**src/design/mscg_pkg.sv**
```systemverilog
// Shared types and constants for the multi-stop color gradient block.
`timescale 1ns / 1ps
package mscg_pkg;

  // Field widths.
  localparam int TIME_W  = 17;
  localparam int COLOR_W = 32;
  localparam int CH_W    = 8;
  localparam int STOP_W  = TIME_W + COLOR_W;
  localparam int SEGC_W  = 3;
  localparam int CFG_IDX_W = 3;
  // Blend numerator: an 8-bit channel times a 17-bit span, summed twice.
  localparam int NUM_W   = CH_W + TIME_W;

  // Register index of the segment count; stop k sits at index k + 1.
  localparam logic [CFG_IDX_W-1:0] CFG_SEG_COUNT = 3'd0;

  typedef struct packed {
    logic [TIME_W-1:0]  t;
    logic [COLOR_W-1:0] rgba;
  } stop_t;

  localparam logic [SEGC_W-1:0] SEG_COUNT_RST = 3'd1;
  localparam stop_t STOP_FIRST_RST = '{t: 17'd0, rgba: 32'hFFFF_FFFF};
  localparam stop_t STOP_OTHER_RST = '{t: 17'h1_0000, rgba: 32'hFFFF_FF00};

endpackage

```
**src/design/multi_stop_color_gradient.sv**
```systemverilog
// Piecewise linear RGBA gradient lookup over configurable color stops.
//
// Usage: each input item on in_valid/in_stall carries a Q1.16 life ratio.
// The block scans the stops one per cycle for the first ascending segment
// that holds the ratio (both ends inclusive), then blends the two stop
// colors per channel with one shared restoring divider that resolves one
// quotient bit per cycle, red to alpha. If no segment holds the ratio,
// the color of the stop at the segment count, capped at MAX_STOPS - 1,
// is given. The result item leaves on out_valid/out_stall. in_stall stays
// high from accept until the result moves into the output register; the
// next item can be taken in the cycle after that, even while the result
// waits there. When the receiver stalls, the finished result waits in the
// output register, and a later result waits in the block until it frees up.
// Reset clears the handshake state and restores the default stops and the
// segment count. Configuration is written through cfg_we/cfg_index/cfg_wdata;
// the user must write it only while idle, as the block does not enforce it.
`timescale 1ns / 1ps
module multi_stop_color_gradient #(
  parameter int MAX_STOPS = 7
) (
  input  logic                              clk,
  input  logic                              rst_n,
  // Configuration write port
  input  logic                              cfg_we,
  input  logic [mscg_pkg::CFG_IDX_W-1:0]    cfg_index,
  input  logic [mscg_pkg::STOP_W-1:0]       cfg_wdata,
  // Input channel
  input  logic                              in_valid,
  output logic                              in_stall,
  input  logic [mscg_pkg::TIME_W-1:0]       in_life_ratio,
  // Result channel
  output logic                              out_valid,
  input  logic                              out_stall,
  output logic [mscg_pkg::CH_W-1:0]         out_red,
  output logic [mscg_pkg::CH_W-1:0]         out_green,
  output logic [mscg_pkg::CH_W-1:0]         out_blue,
  output logic [mscg_pkg::CH_W-1:0]         out_alpha
);
  import mscg_pkg::*;

  localparam int SEL_W = $clog2(MAX_STOPS);
  localparam logic [SEGC_W-1:0] LAST_SEG = SEGC_W'(MAX_STOPS - 1);

  // Sequencer states.
  localparam logic [1:0] ST_IDLE   = 2'd0;
  localparam logic [1:0] ST_SEARCH = 2'd1;
  localparam logic [1:0] ST_DIV    = 2'd2;
  localparam logic [1:0] ST_DONE   = 2'd3;

  // Configuration registers.
  logic [SEGC_W-1:0]  seg_cnt_r;
  stop_t              stop_r [MAX_STOPS];

  // Control state.
  logic [1:0]         state_r, state_nxt;
  logic [SEL_W-1:0]   idx_r;
  logic [1:0]         ch_r;
  logic [2:0]         bit_r;
  logic               out_valid_r;

  // Working registers.
  logic [TIME_W-1:0]  ratio_r;
  stop_t              prev_r;
  logic [TIME_W-1:0]  den_r, dh_r, dl_r;
  logic [COLOR_W-1:0] c_lo_r, c_hi_r, res_r;
  logic [NUM_W-1:0]   rem_r;
  logic [CH_W-1:0]    q_r;
  logic [CH_W-1:0]    out_red_r, out_green_r, out_blue_r, out_alpha_r;

  // Datapath signals.
  logic [SEGC_W-1:0]  limit3;
  logic [SEL_W-1:0]   limit;
  stop_t              cur;
  logic               hit;
  logic               out_free;
  logic [CH_W-1:0]    c_lo_ch, c_hi_ch;
  logic [NUM_W-1:0]   num;
  logic [NUM_W-1:0]   div_src, div_sh, div_rem;
  logic               qbit;
  logic [CH_W-1:0]    q_nxt;

  // Segments past the last stored stop are never searched.
  assign limit3 = (seg_cnt_r > LAST_SEG) ? LAST_SEG : seg_cnt_r;
  assign limit  = limit3[SEL_W-1:0];

  // Scan: one stop read per cycle, checked against the stop read before it.
  assign cur = stop_r[idx_r];
  assign hit = (idx_r != '0) && (cur.t > prev_r.t) &&
               (ratio_r >= prev_r.t) && (ratio_r <= cur.t);

  // Blend numerator for the channel in work; channel 0 is red in the top byte.
  assign c_lo_ch = CH_W'(c_lo_r >> {~ch_r, 3'b000});
  assign c_hi_ch = CH_W'(c_hi_r >> {~ch_r, 3'b000});
  assign num = NUM_W'(c_lo_ch) * NUM_W'(dh_r) + NUM_W'(c_hi_ch) * NUM_W'(dl_r);

  // Shared restoring divider step; the quotient never exceeds 255.
  assign div_src = (bit_r == 3'd7) ? num : rem_r;
  assign div_sh  = NUM_W'(den_r) << bit_r;
  assign qbit    = (div_src >= div_sh);
  assign div_rem = qbit ? (div_src - div_sh) : div_src;
  assign q_nxt   = (bit_r == 3'd7) ? {{(CH_W-1){1'b0}}, qbit} : {q_r[CH_W-2:0], qbit};

  assign out_free = !out_valid_r || !out_stall;

  // Next state of the sequencer.
  always_comb begin
    state_nxt = state_r;
    unique case (state_r)
      ST_IDLE:   if (in_valid) state_nxt = ST_SEARCH;
      ST_SEARCH: begin
        if (hit) state_nxt = ST_DIV;
        else if (idx_r == limit) state_nxt = ST_DONE;
      end
      ST_DIV:    if (bit_r == 3'd0 && ch_r == 2'd3) state_nxt = ST_DONE;
      ST_DONE:   if (out_free) state_nxt = ST_IDLE;
      default:   state_nxt = ST_IDLE;
    endcase
  end

  // Control registers and configuration.
  always_ff @(posedge clk) begin
    if (!rst_n) begin
      state_r     <= ST_IDLE;
      out_valid_r <= 1'b0;
      idx_r       <= '0;
      ch_r        <= 2'd0;
      bit_r       <= 3'd7;
      seg_cnt_r   <= SEG_COUNT_RST;
      for (int i = 0; i < MAX_STOPS; i++) begin
        stop_r[i] <= (i == 0) ? STOP_FIRST_RST : STOP_OTHER_RST;
      end
    end else begin
      state_r <= state_nxt;
      if (cfg_we && cfg_index == CFG_SEG_COUNT) seg_cnt_r <= cfg_wdata[SEGC_W-1:0];
      for (int i = 0; i < MAX_STOPS; i++) begin
        if (cfg_we && cfg_index == CFG_IDX_W'(i + 1)) stop_r[i] <= cfg_wdata;
      end
      if (state_r == ST_DONE && out_free) out_valid_r <= 1'b1;
      else if (!out_stall) out_valid_r <= 1'b0;
      if (state_r == ST_IDLE) idx_r <= '0;
      else if (state_r == ST_SEARCH && !hit && idx_r != limit) idx_r <= idx_r + SEL_W'(1);
      if (state_r == ST_SEARCH) begin
        ch_r  <= 2'd0;
        bit_r <= 3'd7;
      end else if (state_r == ST_DIV) begin
        bit_r <= bit_r - 3'd1;
        if (bit_r == 3'd0) ch_r <= ch_r + 2'd1;
      end
    end
  end

  // Working payload registers.
  always_ff @(posedge clk) begin
    if (state_r == ST_IDLE && in_valid) ratio_r <= in_life_ratio;
    if (state_r == ST_SEARCH) begin
      prev_r <= cur;
      if (hit) begin
        den_r  <= cur.t - prev_r.t;
        dh_r   <= cur.t - ratio_r;
        dl_r   <= ratio_r - prev_r.t;
        c_lo_r <= prev_r.rgba;
        c_hi_r <= cur.rgba;
      end else if (idx_r == limit) begin
        res_r <= cur.rgba;
      end
    end
    if (state_r == ST_DIV) begin
      rem_r <= div_rem;
      q_r   <= q_nxt;
      if (bit_r == 3'd0) res_r[{~ch_r, 3'b000} +: CH_W] <= q_nxt;
    end
    if (state_r == ST_DONE && out_free) begin
      out_red_r   <= res_r[31:24];
      out_green_r <= res_r[23:16];
      out_blue_r  <= res_r[15:8];
      out_alpha_r <= res_r[7:0];
    end
  end

  assign in_stall  = (state_r != ST_IDLE);
  assign out_valid = out_valid_r;
  assign out_red   = out_red_r;
  assign out_green = out_green_r;
  assign out_blue  = out_blue_r;
  assign out_alpha = out_alpha_r;

  // A new result appears only when the sequencer hands one over.
  a_out_from_done: assert property (@(posedge clk) disable iff (!rst_n)
    $rose(out_valid_r) |-> $past(state_r == ST_DONE))
    else $error("result raised without a finished item");

  // Division only ever runs on a segment of nonzero width.
  a_div_nonzero: assert property (@(posedge clk) disable iff (!rst_n)
    (state_r == ST_DIV) |-> (den_r != '0))
    else $error("divider running with zero denominator");

  // The scan never reads past the last stop in use.
  a_scan_bound: assert property (@(posedge clk) disable iff (!rst_n)
    (state_r == ST_SEARCH) |-> (idx_r <= limit))
    else $error("stop scan ran past the segment count");

  // The block is busy for the whole time an item is in work.
  a_busy: assert property (@(posedge clk) disable iff (!rst_n)
    (state_r == ST_SEARCH || state_r == ST_DIV) |=> in_stall)
    else $error("input taken while an item is in work");

endmodule

```
**config.mk**
```make
export PLATFORM = sky130hd
export DESIGN_NAME = multi_stop_color_gradient
export DESIGN_NICKNAME = d
export VERILOG_FILES = /design/src/design/mscg_pkg.sv /design/src/design/multi_stop_color_gradient.sv
export SDC_FILE = /design/constraint.sdc
export NUM_CORES = 2
export LEC_CHECK = 0
export ABC_CLOCK_PERIOD_IN_PS = 10900
export BUFFER_PORTS_ARGS = -buffer_cell sky130_fd_sc_hd__buf_2
export CAP_MARGIN = 5
export CORE_MARGIN = 1.5
export CORE_UTILIZATION = 64
export CTS_CLUSTER_DIAMETER = 150
export DETAILED_ROUTE_END_ITERATION = 10
export PLACE_DENSITY = 0.92
export SETUP_SLACK_MARGIN = 0.05
export SYNTH_ARGS = -nofsm -noshare
export SYNTH_HDL_FRONTEND = slang
export SYNTH_SLANG_ARGS = --single-unit
export TNS_END_PERCENT = 1
```
**constraint.sdc**
```tcl
create_clock -name clk -period 10.9 [get_ports clk]
set_input_delay 2.18 -clock clk [delete_from_list [all_inputs] [get_ports clk]]
set_output_delay 2.18 -clock clk [all_outputs]
set_load 0.05 [all_outputs]
```
Word-level counts from Yosys, hierarchy flattened:

Memory sizes are Yosys's and may differ from the RTL's. A register that Yosys moved wholly into a read port is not among the register bits.
Index checks and enable logic that the tools add are counted.

* bits in registers: 291
* memory bits (writable): 343
* logic and storage cells: 150
* memories: 1

Memories
* stop_r: depth 7, bits a word 49, rd ports 1, clocked after Yosys merged registers in 1, wr ports 7, line multi_stop_color_gradient.sv:52 `stop_t stop_r [MAX_STOPS];`

* add/sub/neg operators: 9
* multiply operators: 2
* magnitude comparators: 5
* equality and inequality tests: 19
* shift-type cells: 5
* multiplexer cells: 49
* bitwise gates (word level): 9
* reductions and logical operators: 30

Operators by type and width (number)
* two-way mux 49 bit: 7
* two-way mux 32 bit: 5
* right shift 32 x 5 -> 8 bit: 2
* subtractor 17 bit: 3
* multiplier 8 x 17 -> 25 bit: 2
* two-way mux 25 bit: 2
* bitwise mux 32 bit: 1
* variable shift 8 x 7 -> 32 bit (first input constant): 1
* variable part select 8 x 7 -> 32 bit: 1
* adder 25 bit: 1
* greater-or-equal comparator 25 bit: 1
* << shifter 17 x 3 -> 25 bit: 1
* subtractor 25 bit: 1
* two-way mux 1 bit: 24
* greater-or-equal comparator 17 bit: 1
* greater-than comparator 17 bit: 1
* <= comparator 17 bit: 1
* logical AND 1 bit: 16
* equality test 3 bit (second input constant): 5
* two-way mux 2 bit: 5
* two-way mux 3 bit: 3
* two-way mux 8 bit: 1
* one-hot mux 2 bit (4 select lines): 1
* negator 5 -> 7 bit: 1
* 25 further kinds: 41

Depth between registers and ports, before layout:

* depth in word-level cells: 11
* gate-level depth with buffers: 38
* depth with buffers taken out: 32

Worst setup path before layout:

Ideal clock, no wire load.

* path kind: register -> register
* start: register ch_r[0]
* end: register rem_r[11] (data pin)
* arrival time: 8997 ps
* required time: 10640 ps
* setup slack: 1643 ps
* cell stages (with the launch flop): 35
* clock period less this slack: 9257 ps
* cells stage by stage: dfxtp_1 buf_1 clkbuf_1 mux4_2 clkbuf_1 nand2_1 fa_1 fa_1 fa_1 inv_1 fa_1 fa_1 inv_1 fa_1 inv_1 ha_1 a21oi_1 nand3b_1 o21ai_1 nand2_1 a31oi_1 xnor2_1 o21ai_0 ha_1 a21o_1 o21bai_1 nor3b_1 nand3_1 o2111ai_1 a21boi_0 o311a_1 and3b_1 buf_6 inv_2 mux2_4

* longest elaborated chain between the ends: 7

RTL lines
* from (decl): line multi_stop_color_gradient.sv:57 `logic [1:0] ch_r;`
* from (signal assigned): line multi_stop_color_gradient.sv:147 `if (bit_r == 3'd0) ch_r <= ch_r + 2'd1;`
* NOT 2 bit *: line multi_stop_color_gradient.sv:92, multi_stop_color_gradient.sv:93
* right shift 32 x 5 -> 8 bit (on tied branches): line multi_stop_color_gradient.sv:92, multi_stop_color_gradient.sv:93
* multiplier 8 x 17 -> 25 bit: line multi_stop_color_gradient.sv:94 `assign num = NUM_W'(c_lo_ch) * NUM_W'(dh_r) + NUM_W'(c_hi_ch) * NUM_W'(dl_r);`
* adder 25 bit *: line multi_stop_color_gradient.sv:94
* two-way mux 25 bit *: line multi_stop_color_gradient.sv:97 `assign div_src = (bit_r == 3'd7) ? num : rem_r;`
* subtractor 25 bit / greater-or-equal comparator 25 bit (equally long branches): line multi_stop_color_gradient.sv:100, multi_stop_color_gradient.sv:99
* two-way mux 25 bit *: line multi_stop_color_gradient.sv:100 `assign div_rem = qbit ? (div_src - div_sh) : div_src;`
* net div_rem[11]: line multi_stop_color_gradient.sv:78 `logic [NUM_W-1:0] div_src, div_sh, div_rem;`
* to (signal assigned): line multi_stop_color_gradient.sv:168 `rem_r <= div_rem;`
* to (decl): line multi_stop_color_gradient.sv:66 `logic [NUM_W-1:0] rem_r;`

The timed path passes the listed nets; every way through them passes the cells marked *.
A chain may end at the register's enable or synchronous reset.

Final worst setup path:

* start: register ch_r[0]
* end: register rem_r[5] (data pin)

The elaborated chain is that of the path after synthesis.

==> metrics.txt <==
outcome=finished clean; Worst setup SP type=register; CP Data Arrival Time=10510 ps; pin count of the biggest net entering global routing=78; Die Y=247 um; Post-Place Cell Area=39500 um2; RePlAce Congestion=0.985; CP required=11270 ps; Starting Density=0.647; Yosys cell types=81; Core Footprint=58900 um2; Post-CTS Hold Buffers=0; antenna violations before repair=1; largest vdd supply drop=153 uV; Slew Limit Fails=0; clock sink total=637; area of the multi-input gates=17700 um2; Detail Route Antenna Nets=0; Pleak=16.3 nW; Finished Cell Area=41600 um2; Max Freq=0.0985 GHz; Final HPWL DP=65.6 mm; CP Launch Point=ch_r[0]; share of cells above drive strength 1=0.123; Yosys warnings=0; reg2reg start=ch_r[0]; Power Density=181 nW/um2; P&R area growth vs syn=9.15%; Worst Setup End Kind=register; IO Pins=108; EDFF count, synth=588; post-synthesis instance total=3229; kind of critical path=register to register; # H-tree levels=3; clock tree buffer depth=3; worst hold start=prev_r[23]; TritonCTS buffer count=66; Final Hold Vio Count=0; initial drt markers=3687; Clk Latency, worst-skew pair=640 ps; total gr overflow=0; # rows=89; Diodes inserted=0; DR vias/cell=6.46; DRC=0; fin crit share=0.931; Tightest Pin Transition=1070 ps; PostCTS Resize Cnt=0; FF/Latch Area=18600 um2; CP max FO=21; root buffer cell=clkbuf_16; Final setup viols=0; top_reg_cell synth=edfxtp_1; number of synthesized register bits=637; first-pass GRT wire length=157 mm; # fillers=3606; max-cap check violation count=0; Die X=247 um; Seq/Total Area, Yosys=0.489; routed vias=26.7k; setup tns final=0 ps; Min-Delay Path Class=register to register; Syn Nets=3689; Reg clk slew, reported paths=70 ps; RSZ-0062 raised after global routing=no; GRT Total Usage=0.343; CP max stage delay=760 ps; CTS tree=built; min Tclk post-route=10150 ps; wirelength, routed=102 mm; Worst slew margin=0.286; Synth Cell Area=38100 um2; vias in the first global route=27.0k; number of setup buffers added after CTS=0; final net count=3773; slowest stage cell, crit path=mux4_2; Routed WL per cell=24.7 um; DIE AREA=61000 um2; clock skew=40.2 ps; async set-or-reset flop fraction in the synthesized netlist=0; Pre-antenna DRT Iters=6; Syn Area/Cell=11.8 um2; Port Buffer Count=107
[cell usage after synthesis, types with 13 or more instances]
master / n / area, um2
xnor2_1: 53 / 464
mux4_2: 71 / 1600
xor2_1: 29 / 254
ha_1: 160 / 2000
inv_1: 366 / 1370
nor2b_1: 19 / 119
edfxtp_1: 588 / 17700
nor3_1: 22 / 110
clkbuf_1: 85 / 319
a21oi_1: 68 / 340
or3_1: 13 / 81.3
o22ai_1: 35 / 219
o21ai_0: 120 / 601
nand3_1: 27 / 135
fa_1: 226 / 4520
mux2_2: 54 / 608
o21a_1: 15 / 113
buf_1: 26 / 97.6
a21o_1: 30 / 225
nor2_1: 235 / 882
nand2_1: 488 / 1830
dfxtp_1: 49 / 981
and2_1: 154 / 963
mux2i_1: 113 / 1130
[worst max-delay path: cells and delay by family, from the launching register on]
kind / cells / cell delay [ps]
AOI/OAI and AO/OA: 10 / 2570
xor gates and xnor gates: 1 / 180
adders and majority gates: 8 / 3230
buffers and inverters: 7 / 1020
DFF: 1 / 470
muxes: 2 / 1110
and+or+nand+nor: 4 / 1280
[state kept, by name, indices dropped and copies added, names as in the netlist, 17 cells and up, named ones only]
signal   count
dh_r        17
dl_r        17
den_r       17
c_lo_r      32
res_r       32
rem_r       25
ratio_r     17
c_hi_r      32
stop_r     343
prev_r      49
[cell families after synthesis]
logic type,after synthesis,share of synthesized area
AND/OR/NAND/NOR,1017,0.119
flip-flops,637,0.489
multiplexers,242,0.0891
adder cells (fa/ha/maj),386,0.171
buffers and inverters,496,0.0499
AO/OA/AOI/OAI,368,0.0623
XOR/XNOR,83,0.0193
[routing by layer]
| metal | vias up | global-route usage | wire [um] |
|---|---|---|---|
| met5 | - | 0 | 16 |
| met4 | 2 | 0.203 | 7270 |
| met3 | 479 | 0.0725 | 11000 |
| met2 | 1995 | 0.562 | 49600 |
| met1 | 13000 | 0.420 | 34400 |
| li1 | 11300 | - | - |
[cells in the final DEF, fill, tap and decap left out, drive strengths merged, types with 6 or more instances in the layout]
cell	Yosys	final
ha	160	160
nor3	22	22
xnor2	53	53
mux2i	113	113
nand3	28	28
clkinv	3	20
dfxtp	49	49
or3	13	13
o211ai	8	8
a31oi	8	8
o21ai	127	127
o2111ai	6	6
a211oi	11	11
fa	226	226
and2	155	155
mux2	58	58
nor2b	20	20
edfxtp	588	588
a21o	30	30
clkbuf	85	87
nand2b	12	12
mux4	71	71
o21a	15	15
inv	367	373
o21bai	10	10
and3	9	9
nand4	10	10
o22ai	35	35
xor2	30	30
and4	6	6
a21boi	10	10
nor2	235	235
buf	41	142
a21oi	70	70
nand2	488	488
[layout make-up]
type,count,area share
clock inverter,29,0.00791
sequential,637,0.448
tap,773,0.0232
multi-input combinational,2096,0.424
timing repair buffer,142,0.0192
clock buffer,87,0.0440
inverter,370,0.0334
[power breakdown]
part | internal [mW] | switching, mW
Clock | 1.32 | 1.00
Combinational | 0.757 | 1.22
Sequential | 3.08 | 0.157
[worst paths after layout]
kind                                   end  cells after the start  slack [ps]
worst max register to register    rem_r[5]                     32         750
worst max-delay path              rem_r[5]                     32         750
worst min register to register  c_lo_r[23]                      0         420
worst min-delay path            c_lo_r[23]                      0         420
[stage by stage]
stage	total power, mW	utilization	worst slack (ps)	cells	hold WS (ps)
2_1_floorplan	4.62	-	1640	3229	400
3_3_place_gp	5.06	0.670	1140	4018	400
3_5_place_dp	5.14	0.670	863	4018	405
4_1_cts	7.46	0.706	791	4134	417
5_1_grt	7.78	0.706	122	4134	422
6_report	7.53	0.706	752	4134	419
(Power assumes the default switching activity.)
